==> config.mk <==
export PLATFORM = sky130hd
export DESIGN_NAME = dram_bank_open_row_scheduler_top
export DESIGN_NICKNAME = d
export VERILOG_FILES = /design/src/hdl/dbors_pkg.sv /design/src/hdl/dbors_ram.sv /design/src/hdl/dbors_jobq.sv /design/src/hdl/dbors_front.sv /design/src/hdl/dbors_back.sv /design/src/hdl/dram_bank_open_row_scheduler_top.sv
export SDC_FILE = /design/constraint.sdc
export NUM_CORES = 2
export LEC_CHECK = 0
export BUFFER_PORTS_ARGS = -buffer_cell sky130_fd_sc_hd__buf_2
export CORE_ASPECT_RATIO = 1.4
export CORE_MARGIN = 2
export CORE_UTILIZATION = 60
export CTS_CLUSTER_DIAMETER = 120
export DETAILED_ROUTE_END_ITERATION = 7
export PLACE_DENSITY = 0.78
export SYNTH_ARGS = -nofsm -noshare
export SYNTH_HDL_FRONTEND = slang
export SYNTH_HIERARCHICAL = 1
export SYNTH_SLANG_ARGS = --single-unit
==> constraint.sdc <==
create_clock -name clk -period 12.4 [get_ports clk]
set_input_delay 2.48 -clock clk [delete_from_list [all_inputs] [get_ports clk]]
set_output_delay 2.48 -clock clk [all_outputs]
set_load 0.01 [all_outputs]
==> src/hdl/dbors_pkg.sv <==
// ============================================================================
// dbors_pkg: shared types and constants of the DRAM bank open-row scheduler
// Payload structs, status and command codes, register indexes and reset
// values, and the state types of the front and back sections.
// ============================================================================
`timescale 1ns / 1ps
`default_nettype none

package dbors_pkg;

  // Field widths
  localparam int ADDR_W     = 64;
  localparam int SIZE_W     = 16;
  localparam int LAT_W      = 32;
  localparam int QCNT_W     = 4;
  localparam int STATUS_W   = 3;
  localparam int CFG_IDX_W  = 3;
  localparam int CFG_DATA_W = 13;
  localparam int TIME_W     = 10;
  localparam int BW_W       = 11;
  localparam int CB_W       = 13;
  localparam int SHIFT_W    = 6;

  // Divider: two quotient bits per cycle over the size field
  localparam int DIV_STEPS = SIZE_W / 2;
  localparam int DIV_CNT_W = $clog2(DIV_STEPS);
  localparam logic [DIV_CNT_W-1:0] DIV_LAST = DIV_CNT_W'(DIV_STEPS - 1);
  localparam int PROD_W = SIZE_W + TIME_W;

  // Commands
  localparam logic CMD_REQUEST = 1'b0;
  localparam logic CMD_FINISH  = 1'b1;

  // Result status codes
  localparam logic [STATUS_W-1:0] STS_REJECTED = 3'd0;
  localparam logic [STATUS_W-1:0] STS_STARTED  = 3'd1;
  localparam logic [STATUS_W-1:0] STS_QUEUED   = 3'd2;
  localparam logic [STATUS_W-1:0] STS_FIN_IDLE = 3'd3;
  localparam logic [STATUS_W-1:0] STS_FIN_NEXT = 3'd4;

  // Register indexes
  localparam logic [CFG_IDX_W-1:0] REG_PRECHARGE  = 3'd0;
  localparam logic [CFG_IDX_W-1:0] REG_ACTIVATE   = 3'd1;
  localparam logic [CFG_IDX_W-1:0] REG_CAS        = 3'd2;
  localparam logic [CFG_IDX_W-1:0] REG_COLUMN_GAP = 3'd3;
  localparam logic [CFG_IDX_W-1:0] REG_BYTES_NS   = 3'd4;
  localparam logic [CFG_IDX_W-1:0] REG_COL_BYTES  = 3'd5;
  localparam logic [CFG_IDX_W-1:0] REG_ROW_SHIFT  = 3'd6;
  localparam logic [CFG_IDX_W-1:0] REG_OVERHEAD   = 3'd7;

  // Register reset values
  localparam logic [TIME_W-1:0]  RST_PRECHARGE  = 10'd14;
  localparam logic [TIME_W-1:0]  RST_ACTIVATE   = 10'd14;
  localparam logic [TIME_W-1:0]  RST_CAS        = 10'd14;
  localparam logic [TIME_W-1:0]  RST_COLUMN_GAP = 10'd2;
  localparam logic [BW_W-1:0]    RST_BYTES_NS   = 11'd32;
  localparam logic [CB_W-1:0]    RST_COL_BYTES  = 13'd32;
  localparam logic [SHIFT_W-1:0] RST_ROW_SHIFT  = 6'd14;
  localparam logic [TIME_W-1:0]  RST_OVERHEAD   = 10'd0;

  typedef struct packed {
    logic              cmd;
    logic [ADDR_W-1:0] address;
    logic [SIZE_W-1:0] size_bytes;
  } in_item_t;

  typedef struct packed {
    logic [STATUS_W-1:0] status;
    logic [LAT_W-1:0]    service_latency;
    logic [ADDR_W-1:0]   started_address;
    logic                row_hit;
    logic [QCNT_W-1:0]   queue_count;
  } out_item_t;

  // Waiting request held in the request queue
  typedef struct packed {
    logic [ADDR_W-1:0] address;
    logic [SIZE_W-1:0] size_bytes;
  } qent_t;

  // Classified transaction passed from front to back
  typedef struct packed {
    logic [STATUS_W-1:0] status;
    logic                start;
    logic [ADDR_W-1:0]   address;
    logic [SIZE_W-1:0]   size_bytes;
    logic [QCNT_W-1:0]   queue_count;
  } job_t;

  typedef struct packed {
    logic [TIME_W-1:0]  precharge_latency;
    logic [TIME_W-1:0]  activate_latency;
    logic [TIME_W-1:0]  cas_latency;
    logic [TIME_W-1:0]  column_gap_latency;
    logic [BW_W-1:0]    bytes_per_ns;
    logic [CB_W-1:0]    column_bytes;
    logic [SHIFT_W-1:0] row_shift;
    logic [TIME_W-1:0]  extra_overhead;
  } cfg_t;

  typedef enum logic {
    F_IDLE,
    F_FETCH
  } front_state_t;

  typedef enum logic [2:0] {
    B_IDLE,
    B_DIV_BW,
    B_DIV_COL,
    B_MUL,
    B_SUM,
    B_DONE
  } back_state_t;

endpackage

`default_nettype wire

==> src/hdl/dbors_ram.sv <==
// ============================================================================
// dbors_ram: generic single-write, single-read RAM
// One write port and one read port, read data registered.
// ============================================================================
`timescale 1ns / 1ps
`default_nettype none

module dbors_ram #(
  parameter int WIDTH = 8,
  parameter int DEPTH = 8,
  localparam int AW = (DEPTH > 1) ? $clog2(DEPTH) : 1
) (
  input  wire logic             clk,
  input  wire logic             we,
  input  wire logic [AW-1:0]    waddr,
  input  wire logic [WIDTH-1:0] wdata,
  input  wire logic             re,
  input  wire logic [AW-1:0]    raddr,
  output logic      [WIDTH-1:0] rdata
);

  logic [WIDTH-1:0] mem_r [DEPTH];
  logic [WIDTH-1:0] rdata_r;

  // Write port
  always_ff @(posedge clk) begin
    if (we) begin
      mem_r[waddr] <= wdata;
    end
  end

  // Registered read port
  always_ff @(posedge clk) begin
    if (re) begin
      rdata_r <= mem_r[raddr];
    end
  end

  assign rdata = rdata_r;

endmodule

`default_nettype wire

==> src/hdl/dbors_jobq.sv <==
// ============================================================================
// dbors_jobq: two-entry transaction queue between front and back
// Lets the front keep classifying while the back computes a latency.
// ============================================================================
`timescale 1ns / 1ps
`default_nettype none

module dbors_jobq
  import dbors_pkg::*;
(
  input  wire logic clk,
  input  wire logic rst_n,
  input  wire logic push,
  input  wire job_t push_data,
  output logic      full,
  input  wire logic pop,
  output job_t      pop_data,
  output logic      empty
);

  job_t       slot_r [2];
  logic       wr_r;
  logic       rd_r;
  logic [1:0] cnt_r;
  logic [1:0] cnt_nxt;

  // Track occupancy
  always_comb begin
    unique case ({push, pop})
      2'b10:   cnt_nxt = cnt_r + 2'd1;
      2'b01:   cnt_nxt = cnt_r - 2'd1;
      default: cnt_nxt = cnt_r;
    endcase
  end

  always_ff @(posedge clk) begin
    if (!rst_n) begin
      wr_r  <= 1'b0;
      rd_r  <= 1'b0;
      cnt_r <= 2'd0;
    end else begin
      if (push) begin
        wr_r <= ~wr_r;
      end
      if (pop) begin
        rd_r <= ~rd_r;
      end
      cnt_r <= cnt_nxt;
    end
  end

  // Store pushed transaction
  always_ff @(posedge clk) begin
    if (push) begin
      slot_r[wr_r] <= push_data;
    end
  end

  assign pop_data = slot_r[rd_r];
  assign full     = (cnt_r == 2'd2);
  assign empty    = (cnt_r == 2'd0);

endmodule

`default_nettype wire

==> src/hdl/dbors_front.sv <==
// ============================================================================
// dbors_front: request classifier and waiting-request queue
// Accepts input transactions, tracks the busy flag and the request queue,
// and hands one classified transaction per input to the back section.
// ============================================================================
`timescale 1ns / 1ps
`default_nettype none

module dbors_front
  import dbors_pkg::*;
#(
  parameter int QUEUE_DEPTH = 8
) (
  input  wire logic     clk,
  input  wire logic     rst_n,
  input  wire logic     in_valid,
  output logic          in_ready,
  input  wire in_item_t in_data,
  output logic          jq_push,
  output job_t          jq_data,
  input  wire logic     jq_full
);

  localparam int IDX_W  = (QUEUE_DEPTH > 1) ? $clog2(QUEUE_DEPTH) : 1;
  localparam int FILL_W = $clog2(QUEUE_DEPTH + 1);
  localparam logic [FILL_W-1:0] FILL_MAX = FILL_W'(QUEUE_DEPTH);
  localparam logic [IDX_W-1:0]  IDX_LAST = IDX_W'(QUEUE_DEPTH - 1);
  localparam logic [IDX_W:0]    DEPTH_X  = (IDX_W + 1)'(QUEUE_DEPTH);

  front_state_t      st_r;
  front_state_t      st_nxt;
  logic              busy_r;
  logic              busy_nxt;
  logic [IDX_W-1:0]  head_r;
  logic [IDX_W-1:0]  head_nxt;
  logic [FILL_W-1:0] fill_r;
  logic [FILL_W-1:0] fill_nxt;
  logic              in_fire;
  logic [IDX_W:0]    tail_sum;
  logic [IDX_W-1:0]  tail_idx;
  logic              ram_we;
  logic              ram_re;
  qent_t             ram_wdata;
  qent_t             ram_rdata;

  assign in_ready = (st_r == F_IDLE) && !jq_full;
  assign in_fire  = in_valid && in_ready;

  // Slot behind the last waiting request
  assign tail_sum = (IDX_W + 1)'(head_r) + (IDX_W + 1)'(fill_r);
  assign tail_idx = (tail_sum >= DEPTH_X) ? IDX_W'(tail_sum - DEPTH_X) : IDX_W'(tail_sum);

  assign ram_wdata.address    = in_data.address;
  assign ram_wdata.size_bytes = in_data.size_bytes;

  dbors_ram #(
    .WIDTH ($bits(qent_t)),
    .DEPTH (QUEUE_DEPTH)
  ) u_queue_ram (
    .clk   (clk),
    .we    (ram_we),
    .waddr (tail_idx),
    .wdata (ram_wdata),
    .re    (ram_re),
    .raddr (head_r),
    .rdata (ram_rdata)
  );

  // Next state: a finish with requests waiting fetches the oldest one
  always_comb begin
    st_nxt = st_r;
    unique case (st_r)
      F_IDLE: begin
        if (in_fire && (in_data.cmd == CMD_FINISH) && (fill_r != '0)) begin
          st_nxt = F_FETCH;
        end
      end
      F_FETCH: st_nxt = F_IDLE;
      default: st_nxt = F_IDLE;
    endcase
  end

  // Classify the transaction and update bank and queue bookkeeping
  always_comb begin
    busy_nxt            = busy_r;
    head_nxt            = head_r;
    fill_nxt            = fill_r;
    ram_we              = 1'b0;
    ram_re              = 1'b0;
    jq_push             = 1'b0;
    jq_data             = '0;
    jq_data.queue_count = QCNT_W'(fill_r);
    unique case (st_r)
      F_IDLE: begin
        if (in_fire) begin
          jq_push = 1'b1;
          if (in_data.cmd == CMD_REQUEST) begin
            if (!busy_r) begin
              busy_nxt           = 1'b1;
              jq_data.status     = STS_STARTED;
              jq_data.start      = 1'b1;
              jq_data.address    = in_data.address;
              jq_data.size_bytes = in_data.size_bytes;
            end else if (fill_r != FILL_MAX) begin
              ram_we              = 1'b1;
              fill_nxt            = fill_r + 1'b1;
              jq_data.status      = STS_QUEUED;
              jq_data.queue_count = QCNT_W'(fill_nxt);
            end else begin
              jq_data.status = STS_REJECTED;
            end
          end else begin
            busy_nxt = 1'b0;
            if (fill_r != '0) begin
              // Hold the transaction until the queue entry is read out
              jq_push  = 1'b0;
              ram_re   = 1'b1;
              busy_nxt = 1'b1;
              head_nxt = (head_r == IDX_LAST) ? '0 : head_r + 1'b1;
              fill_nxt = fill_r - 1'b1;
            end else begin
              jq_data.status = STS_FIN_IDLE;
            end
          end
        end
      end
      F_FETCH: begin
        jq_push            = 1'b1;
        jq_data.status     = STS_FIN_NEXT;
        jq_data.start      = 1'b1;
        jq_data.address    = ram_rdata.address;
        jq_data.size_bytes = ram_rdata.size_bytes;
      end
      default: ;
    endcase
  end

  always_ff @(posedge clk) begin
    if (!rst_n) begin
      st_r   <= F_IDLE;
      busy_r <= 1'b0;
      head_r <= '0;
      fill_r <= '0;
    end else begin
      st_r   <= st_nxt;
      busy_r <= busy_nxt;
      head_r <= head_nxt;
      fill_r <= fill_nxt;
    end
  end

  a_fill_bound: assert property (@(posedge clk) disable iff (!rst_n)
    fill_r <= FILL_MAX)
    else $error("request queue fill above depth");

  a_wait_busy: assert property (@(posedge clk) disable iff (!rst_n)
    (fill_r != '0) |-> busy_r)
    else $error("requests waiting while bank idle");

  a_fetch_cause: assert property (@(posedge clk) disable iff (!rst_n)
    (st_r == F_FETCH) |-> ($past(in_fire) && busy_r))
    else $error("queue fetch without accepted finish");

endmodule

`default_nettype wire

==> src/hdl/dbors_back.sv <==
// ============================================================================
// dbors_back: service latency engine
// Resolves row hit and open row, divides the size by bandwidth and column
// size on a shared radix-4 divider, adds the timing terms and registers the
// result transaction.
// ============================================================================
`timescale 1ns / 1ps
`default_nettype none

module dbors_back
  import dbors_pkg::*;
#(
  parameter int ROW_BITS = 15
) (
  input  wire logic clk,
  input  wire logic rst_n,
  input  wire cfg_t cfg,
  input  wire logic jq_empty,
  output logic      jq_pop,
  input  wire job_t jq_data,
  output logic      out_valid,
  input  wire logic out_ready,
  output out_item_t out_data
);

  back_state_t        st_r;
  back_state_t        st_nxt;
  job_t               job_r;
  logic [ROW_BITS-1:0] open_row_r;
  logic               open_valid_r;
  logic               hit_r;
  logic [LAT_W-1:0]   lat_r;
  logic [SIZE_W-1:0]  quo_r;
  logic [CB_W-1:0]    rem_r;
  logic [DIV_CNT_W-1:0] cnt_r;
  logic [SIZE_W-1:0]  extra_r;
  logic [PROD_W-1:0]  prod_r;
  logic               out_valid_r;
  out_item_t          out_data_r;

  logic [ROW_BITS-1:0] row_now;
  logic               hit_now;
  logic [LAT_W-1:0]   base_lat;
  logic [CB_W-1:0]    div_raw;
  logic [CB_W-1:0]    div_d;
  logic [CB_W:0]      s1;
  logic [CB_W:0]      r1;
  logic               q1;
  logic [CB_W:0]      s2;
  logic [CB_W:0]      r2;
  logic               q2;
  logic [SIZE_W-1:0]  quo_step;
  logic [CB_W-1:0]    rem_step;
  logic               out_load;
  out_item_t          out_item;

  // Row lookup for the transaction at the queue head
  assign row_now = ROW_BITS'(jq_data.address >> cfg.row_shift);
  assign hit_now = open_valid_r && (row_now == open_row_r);

  // Fixed latency terms
  always_comb begin
    base_lat = LAT_W'(cfg.cas_latency) + LAT_W'(cfg.extra_overhead);
    if (!hit_now) begin
      base_lat = base_lat + LAT_W'(cfg.activate_latency);
      if (open_valid_r) begin
        base_lat = base_lat + LAT_W'(cfg.precharge_latency);
      end
    end
  end

  // Divider: select divisor, treat zero as one, retire two bits a cycle
  assign div_raw = (st_r == B_DIV_BW) ? CB_W'(cfg.bytes_per_ns) : cfg.column_bytes;
  assign div_d   = (div_raw == '0) ? CB_W'(1) : div_raw;

  always_comb begin
    s1       = {rem_r, quo_r[SIZE_W-1]};
    q1       = (s1 >= {1'b0, div_d});
    r1       = q1 ? (s1 - {1'b0, div_d}) : s1;
    s2       = {r1[CB_W-1:0], quo_r[SIZE_W-2]};
    q2       = (s2 >= {1'b0, div_d});
    r2       = q2 ? (s2 - {1'b0, div_d}) : s2;
    quo_step = {quo_r[SIZE_W-3:0], q1, q2};
    rem_step = r2[CB_W-1:0];
  end

  // Next state
  always_comb begin
    st_nxt = st_r;
    unique case (st_r)
      B_IDLE: begin
        if (!jq_empty) begin
          st_nxt = jq_data.start ? B_DIV_BW : B_DONE;
        end
      end
      B_DIV_BW: begin
        if (cnt_r == DIV_LAST) begin
          st_nxt = B_DIV_COL;
        end
      end
      B_DIV_COL: begin
        if (cnt_r == DIV_LAST) begin
          st_nxt = B_MUL;
        end
      end
      B_MUL: st_nxt = B_SUM;
      B_SUM: st_nxt = B_DONE;
      B_DONE: begin
        if (!out_valid_r || out_ready) begin
          st_nxt = B_IDLE;
        end
      end
      default: st_nxt = B_IDLE;
    endcase
  end

  // Outputs: queue pop and result load
  always_comb begin
    jq_pop                   = (st_r == B_IDLE) && !jq_empty;
    out_load                 = (st_r == B_DONE) && (!out_valid_r || out_ready);
    out_item.status          = job_r.status;
    out_item.service_latency = job_r.start ? lat_r : '0;
    out_item.started_address = job_r.address;
    out_item.row_hit         = job_r.start && hit_r;
    out_item.queue_count     = job_r.queue_count;
  end

  always_ff @(posedge clk) begin
    if (!rst_n) begin
      st_r <= B_IDLE;
    end else begin
      st_r <= st_nxt;
    end
  end

  // Open row follows every started request, in order
  always_ff @(posedge clk) begin
    if (!rst_n) begin
      open_valid_r <= 1'b0;
      open_row_r   <= '0;
    end else if (jq_pop && jq_data.start && !hit_now) begin
      open_valid_r <= 1'b1;
      open_row_r   <= row_now;
    end
  end

  // Latency datapath
  always_ff @(posedge clk) begin
    unique case (st_r)
      B_IDLE: begin
        if (jq_pop) begin
          job_r <= jq_data;
          hit_r <= hit_now;
          lat_r <= base_lat;
          quo_r <= jq_data.size_bytes;
          rem_r <= '0;
          cnt_r <= '0;
        end
      end
      B_DIV_BW: begin
        if (cnt_r == DIV_LAST) begin
          lat_r <= lat_r + LAT_W'(quo_step);
          quo_r <= job_r.size_bytes;
          rem_r <= '0;
          cnt_r <= '0;
        end else begin
          quo_r <= quo_step;
          rem_r <= rem_step;
          cnt_r <= cnt_r + 1'b1;
        end
      end
      B_DIV_COL: begin
        if (cnt_r == DIV_LAST) begin
          // Column accesses beyond the first, none below two
          extra_r <= (quo_step < SIZE_W'(2)) ? '0 : quo_step - 1'b1;
        end else begin
          quo_r <= quo_step;
          rem_r <= rem_step;
          cnt_r <= cnt_r + 1'b1;
        end
      end
      B_MUL: prod_r <= PROD_W'(extra_r) * PROD_W'(cfg.column_gap_latency);
      B_SUM: lat_r <= lat_r + LAT_W'(prod_r);
      B_DONE: ;
      default: ;
    endcase
  end

  // Output register
  always_ff @(posedge clk) begin
    if (!rst_n) begin
      out_valid_r <= 1'b0;
    end else if (out_load) begin
      out_valid_r <= 1'b1;
    end else if (out_ready) begin
      out_valid_r <= 1'b0;
    end
  end

  always_ff @(posedge clk) begin
    if (out_load) begin
      out_data_r <= out_item;
    end
  end

  assign out_valid = out_valid_r;
  assign out_data  = out_data_r;

  a_calc_start: assert property (@(posedge clk) disable iff (!rst_n)
    (st_r == B_DIV_BW || st_r == B_DIV_COL || st_r == B_MUL || st_r == B_SUM)
      |-> job_r.start)
    else $error("latency computed for a transaction that starts nothing");

  a_hit_status: assert property (@(posedge clk) disable iff (!rst_n)
    (out_valid_r && out_data_r.row_hit)
      |-> (out_data_r.status == STS_STARTED || out_data_r.status == STS_FIN_NEXT))
    else $error("row hit reported without a start");

  a_row_open: assert property (@(posedge clk) disable iff (!rst_n)
    (out_load && job_r.start) |-> open_valid_r)
    else $error("started request left no open row");

endmodule

`default_nettype wire

==> src/hdl/dram_bank_open_row_scheduler_top.sv <==
// ============================================================================
// dram_bank_open_row_scheduler_top: one DRAM bank under an open-row policy
//
// Input channel (in_valid/in_ready/in_data): each transaction is a new
// request (address, size) or a finish notice for the request in service.
// Result channel (out_valid/out_ready/out_data): exactly one result per
// input transaction, in input order: status, service latency, started
// address, row hit and queue count.
// Configuration channel (cfg_valid/cfg_ready/cfg_index/cfg_data): writes the
// eight timing and geometry registers; always ready, write only while idle.
// Steps for a transaction that starts a request: queue pop, two radix-4
// divisions on the shared divider, one multiply, one add, one load; one
// that starts nothing goes from queue pop straight to the load. A finish
// that dequeues a request also waits for the queue RAM read. Throughput is
// set by the back section, which finishes one transaction before it pops
// the next; the two-entry transaction queue lets the front accept ahead of it.
// Reset: bank idle, no row open, queue empty, registers at defaults.
// A stalled receiver holds the result register; the front keeps accepting
// until the transaction queue fills, then drops in_ready.
// ============================================================================
`timescale 1ns / 1ps
`default_nettype none

module dram_bank_open_row_scheduler_top
  import dbors_pkg::*;
#(
  parameter int QUEUE_DEPTH = 8,
  parameter int ROW_BITS    = 15
) (
  input  wire logic                  clk,
  input  wire logic                  rst_n,
  input  wire logic                  in_valid,
  output logic                       in_ready,
  input  wire in_item_t              in_data,
  output logic                       out_valid,
  input  wire logic                  out_ready,
  output out_item_t                  out_data,
  input  wire logic                  cfg_valid,
  output logic                       cfg_ready,
  input  wire logic [CFG_IDX_W-1:0]  cfg_index,
  input  wire logic [CFG_DATA_W-1:0] cfg_data
);

  cfg_t cfg_r;
  logic jq_push;
  job_t jq_push_data;
  logic jq_full;
  logic jq_pop;
  job_t jq_pop_data;
  logic jq_empty;

  assign cfg_ready = 1'b1;

  // Register file: truncate write data to each register's width
  always_ff @(posedge clk) begin
    if (!rst_n) begin
      cfg_r.precharge_latency  <= RST_PRECHARGE;
      cfg_r.activate_latency   <= RST_ACTIVATE;
      cfg_r.cas_latency        <= RST_CAS;
      cfg_r.column_gap_latency <= RST_COLUMN_GAP;
      cfg_r.bytes_per_ns       <= RST_BYTES_NS;
      cfg_r.column_bytes       <= RST_COL_BYTES;
      cfg_r.row_shift          <= RST_ROW_SHIFT;
      cfg_r.extra_overhead     <= RST_OVERHEAD;
    end else if (cfg_valid) begin
      unique case (cfg_index)
        REG_PRECHARGE:  cfg_r.precharge_latency  <= cfg_data[TIME_W-1:0];
        REG_ACTIVATE:   cfg_r.activate_latency   <= cfg_data[TIME_W-1:0];
        REG_CAS:        cfg_r.cas_latency        <= cfg_data[TIME_W-1:0];
        REG_COLUMN_GAP: cfg_r.column_gap_latency <= cfg_data[TIME_W-1:0];
        REG_BYTES_NS:   cfg_r.bytes_per_ns       <= cfg_data[BW_W-1:0];
        REG_COL_BYTES:  cfg_r.column_bytes       <= cfg_data[CB_W-1:0];
        REG_ROW_SHIFT:  cfg_r.row_shift          <= cfg_data[SHIFT_W-1:0];
        REG_OVERHEAD:   cfg_r.extra_overhead     <= cfg_data[TIME_W-1:0];
        default: ;
      endcase
    end
  end

  dbors_front #(
    .QUEUE_DEPTH (QUEUE_DEPTH)
  ) u_front (
    .clk      (clk),
    .rst_n    (rst_n),
    .in_valid (in_valid),
    .in_ready (in_ready),
    .in_data  (in_data),
    .jq_push  (jq_push),
    .jq_data  (jq_push_data),
    .jq_full  (jq_full)
  );

  dbors_jobq u_jobq (
    .clk       (clk),
    .rst_n     (rst_n),
    .push      (jq_push),
    .push_data (jq_push_data),
    .full      (jq_full),
    .pop       (jq_pop),
    .pop_data  (jq_pop_data),
    .empty     (jq_empty)
  );

  dbors_back #(
    .ROW_BITS (ROW_BITS)
  ) u_back (
    .clk       (clk),
    .rst_n     (rst_n),
    .cfg       (cfg_r),
    .jq_empty  (jq_empty),
    .jq_pop    (jq_pop),
    .jq_data   (jq_pop_data),
    .out_valid (out_valid),
    .out_ready (out_ready),
    .out_data  (out_data)
  );

endmodule

`default_nettype wire

==> metrics.cfg <==
[yosys]
syn-num-nets = 4562
synth-edff-count = 1195
async_reset_ff_frac = 0
synth-seq-cells = 1309
ys_seq_area_frac = 0.601
avgSynthCellArea_sq_um = 15.1
synth.distinct_cells = 96
synth_cells = 4191
yosysWarnings = 6
post_synth_instance_area_sq_um = 63500
synth_top_flop_cell = edfxtp_1

[worst_setup_path]
crit_arrival_ns = 11.32
startpoint_type = flop
critPathMaxStageDelay_ns = 0.94
criticalPathCategory = reg2reg
path_common_cell = o21ai_0
cp_max_fo = 23
end_kind = flop
cp.required_ns = 12.89
cp_slowest_cell = dfxtp_1

[final_layout]
final.fill_count = 7135
instances_no_fill = 5807
fin_nets = 4710
postLayoutCoreUtil = 0.661
syn_to_final_growth_pct = 9.54
fin_area_sq_um = 69500
layout-drive-gt1-share = 0.213

[sta]
setup_slack_ns = 1.57
rsz0062_at_grt = false
period_needed_ns = 10.83
drv_slew = 0
hold_viol = 0
setup_viol = 0
period_share = 0.873
slew_headroom = 0.155
clock_skew_ns = 0.0635
setup_tns_ns = 0
whs_ns = 0.387
clock.fmax_mhz = 92.3
worst_pin_slew_ns = 1.27

[clock_network]
cts_inserted_buffers = 116
cts_resized = 0
clk_latency_ns = 0.77
clkSlewWorstSetupHoldPaths_ns = 0.07
root_buffer = clkbuf_16
postCtsHoldBufs = 0
cts.htree.levels = 3
cts_tree = built
post_cts_buffers = 0
cts_buffer_depth = 3
numClockSinks = 1309

[drt]
routed_wl_um = 154000
vias = 37785
drtAntennaViolNets = 0
drtPass1Iterations = 6
drt-vias-per-instance = 6.51
wl_per_cell_um = 26.5
drtIter0Drc = 3909
drc = 0

[placed_design]
placed_area_sq_um = 65600
dp_cells = 5579
dp_hpwl_um = 98700
io_buffers = 207
gp_congestion = 0.965
pre_cts_ws_ns = 1.66

[pwr]
seqPwrFrac = 0.427
power_density_nw_per_um2 = 200
peakVddDrop_mv = 0.154
cell_internal_pwr_mw = 9.29
finalPower_mw = 13.9
power.switching_mw = 4.59
clkPwrFrac = 0.265
p_leak_nw = 25.1
p_comb_frac = 0.308
swShare = 0.331

[floorplanning]
die_h_um = 389
die-area_sq_um = 108000
boundaryPins = 209
die_w_um = 279
coreArea_sq_um = 105000
rows = 141
floorplan.initialDensity = 0.604

[hold_path]
hold_path.class = reg2reg

[global_routing]
overflow = 0
grt_use_total = 0.285
grt_max_degree = 144
antenna_found_initial = 18
grt_first_pass_wirelength_um = 232000
grt_pass1_vias = 38216

[flow_run]
maxCapViolations = 0

[outcome]
status = finished, final reports clean

==> power groups by stage <==
stage          logic, mW  clock network, mW  registers, mW
2_1_floorplan       3.11                  0           5.87
3_3_place_gp        4.16                  0           5.99
3_5_place_dp        4.22                  0           6.01
4_1_cts             4.24               3.74           5.92
5_1_grt             4.63               3.91           5.97
6_report            4.27               3.68           5.93
==> registers in the layout, indices dropped and copies added (netlist names), 2 cells and up, named ones only <==
name                       flops
u_front/u_queue_ram/mem_r    640
u_jobq/slot_r                176
u_back/out_data              104
u_back/job_r                  88
cfg_r                         80
u_front/u_queue_ram/rdata     80
u_back/lat_r                  32
u_back/prod_r                 26
u_back/extra_r                16
u_back/quo_r                  16
u_back/open_row_r             15
u_back/rem_r                  13
u_front/fill_r                 4
u_back/cnt_r                   3
u_back/st_r                    3
u_front/head_r                 3
u_jobq/cnt_r                   2
==> final cells by class <==
cell class,count,area [sq um],area share
sequential,1309,38200,0.549
multi-input combinational,2498,23600,0.340
clock buffer,146,3060,0.0440
tap,1358,1700,0.0244
timing repair buffer,263,1480,0.0213
clock inverter,74,851,0.0122
inverter,151,567,0.00815
antenna,8,20.0,0.000288
==> cell usage after synthesis, types with 15 or more instances <==
cell type | number | area share
a211oi_1 | 21 | 0.0025
a21o_1 | 31 | 0.0037
a21oi_1 | 105 | 0.0083
a222oi_1 | 15 | 0.0024
a22o_1 | 81 | 0.011
a31oi_1 | 19 | 0.0019
and2_1 | 118 | 0.012
and3_1 | 32 | 0.0032
buf_2 | 52 | 0.0041
buf_6 | 29 | 0.0051
clkbuf_1 | 130 | 0.0077
dfxtp_1 | 114 | 0.036
edfxtp_1 | 1195 | 0.57
fa_1 | 117 | 0.037
ha_1 | 152 | 0.030
inv_1 | 147 | 0.0087
mux2_2 | 190 | 0.034
mux2i_1 | 144 | 0.023
mux4_2 | 256 | 0.091
nand2_1 | 342 | 0.020
nand2b_1 | 31 | 0.0031
nand3_1 | 56 | 0.0044
nand4_1 | 24 | 0.0024
nor2_1 | 135 | 0.0080
nor2b_1 | 48 | 0.0047
nor3_1 | 66 | 0.0052
o21ai_0 | 95 | 0.0075
o22ai_1 | 15 | 0.0015
o31ai_1 | 25 | 0.0030
or2_2 | 17 | 0.0017
or3_1 | 29 | 0.0029
xnor2_1 | 60 | 0.0083
xor2_1 | 41 | 0.0057
==> cells by family after synthesis <==
group,synth area share
buf+inv,0.0279
mux,0.151
fa+ha+maj,0.0669
compound gates,0.0627
other cells,0.0000591
xor+xnor,0.0139
flops,0.601
simple gates,0.0758
==> worst max-delay path: cells and delay by family, from the launching register on <==
kind            cells  cell delay, ns
mux                 1            0.56
flops               1            0.94
simple gates       10            2.21
buf+inv             3            0.63
compound gates     18            5.01
fa+ha+maj           4            1.19
==> path summary, 6_finish.rpt <==
| path | startpoint | to | slack (ns) | cells past startpoint |
|---|---|---|---|---|
| hold reg to reg | u_back/job_r[20] | u_back/out_data[5] | 0.39 | 0 |
| setup / recovery | u_back/st_r[2] | u_back/lat_r[31] | 1.57 | 36 |
| setup reg to reg | u_back/st_r[2] | u_back/lat_r[31] | 1.57 | 36 |
| hold / removal | u_back/job_r[20] | u_back/out_data[5] | 0.39 | 0 |
==> metal layers <==
layer | share of wire | routed length, um | GRT usage
met1 | 0.37 | 57000 | 0.359
met2 | 0.50 | 77700 | 0.478
met3 | 0.073 | 11300 | 0.0485
met4 | 0.052 | 7960 | 0.150
met5 | 0.00069 | 107 | 0
==> placed cells by master (no fill, tap or decap), drive strengths merged, types with 19 or more instances in the layout <==
cell type / netlist / layout
edfxtp: 1195 / 1195
or3: 29 / 29
mux2i: 145 / 145
nand4: 24 / 24
fa: 117 / 117
nand2b: 31 / 31
xnor2: 60 / 60
nand3: 56 / 56
or2: 19 / 19
o31ai: 25 / 25
and2: 118 / 118
clkinv: 2 / 46
dfxtp: 114 / 114
o21ai: 97 / 97
and3: 32 / 32
o311ai: 20 / 20
a21o: 31 / 31
ha: 152 / 152
a21oi: 105 / 105
nand2: 342 / 342
a31oi: 19 / 19
inv: 149 / 156
nor3: 67 / 67
clkbuf: 130 / 146
nor2b: 48 / 48
xor2: 41 / 41
a22o: 81 / 81
mux2: 194 / 194
a211oi: 21 / 21
mux4: 263 / 263
buf: 103 / 263
nor2: 135 / 135
(Power assumes the default switching activity.)
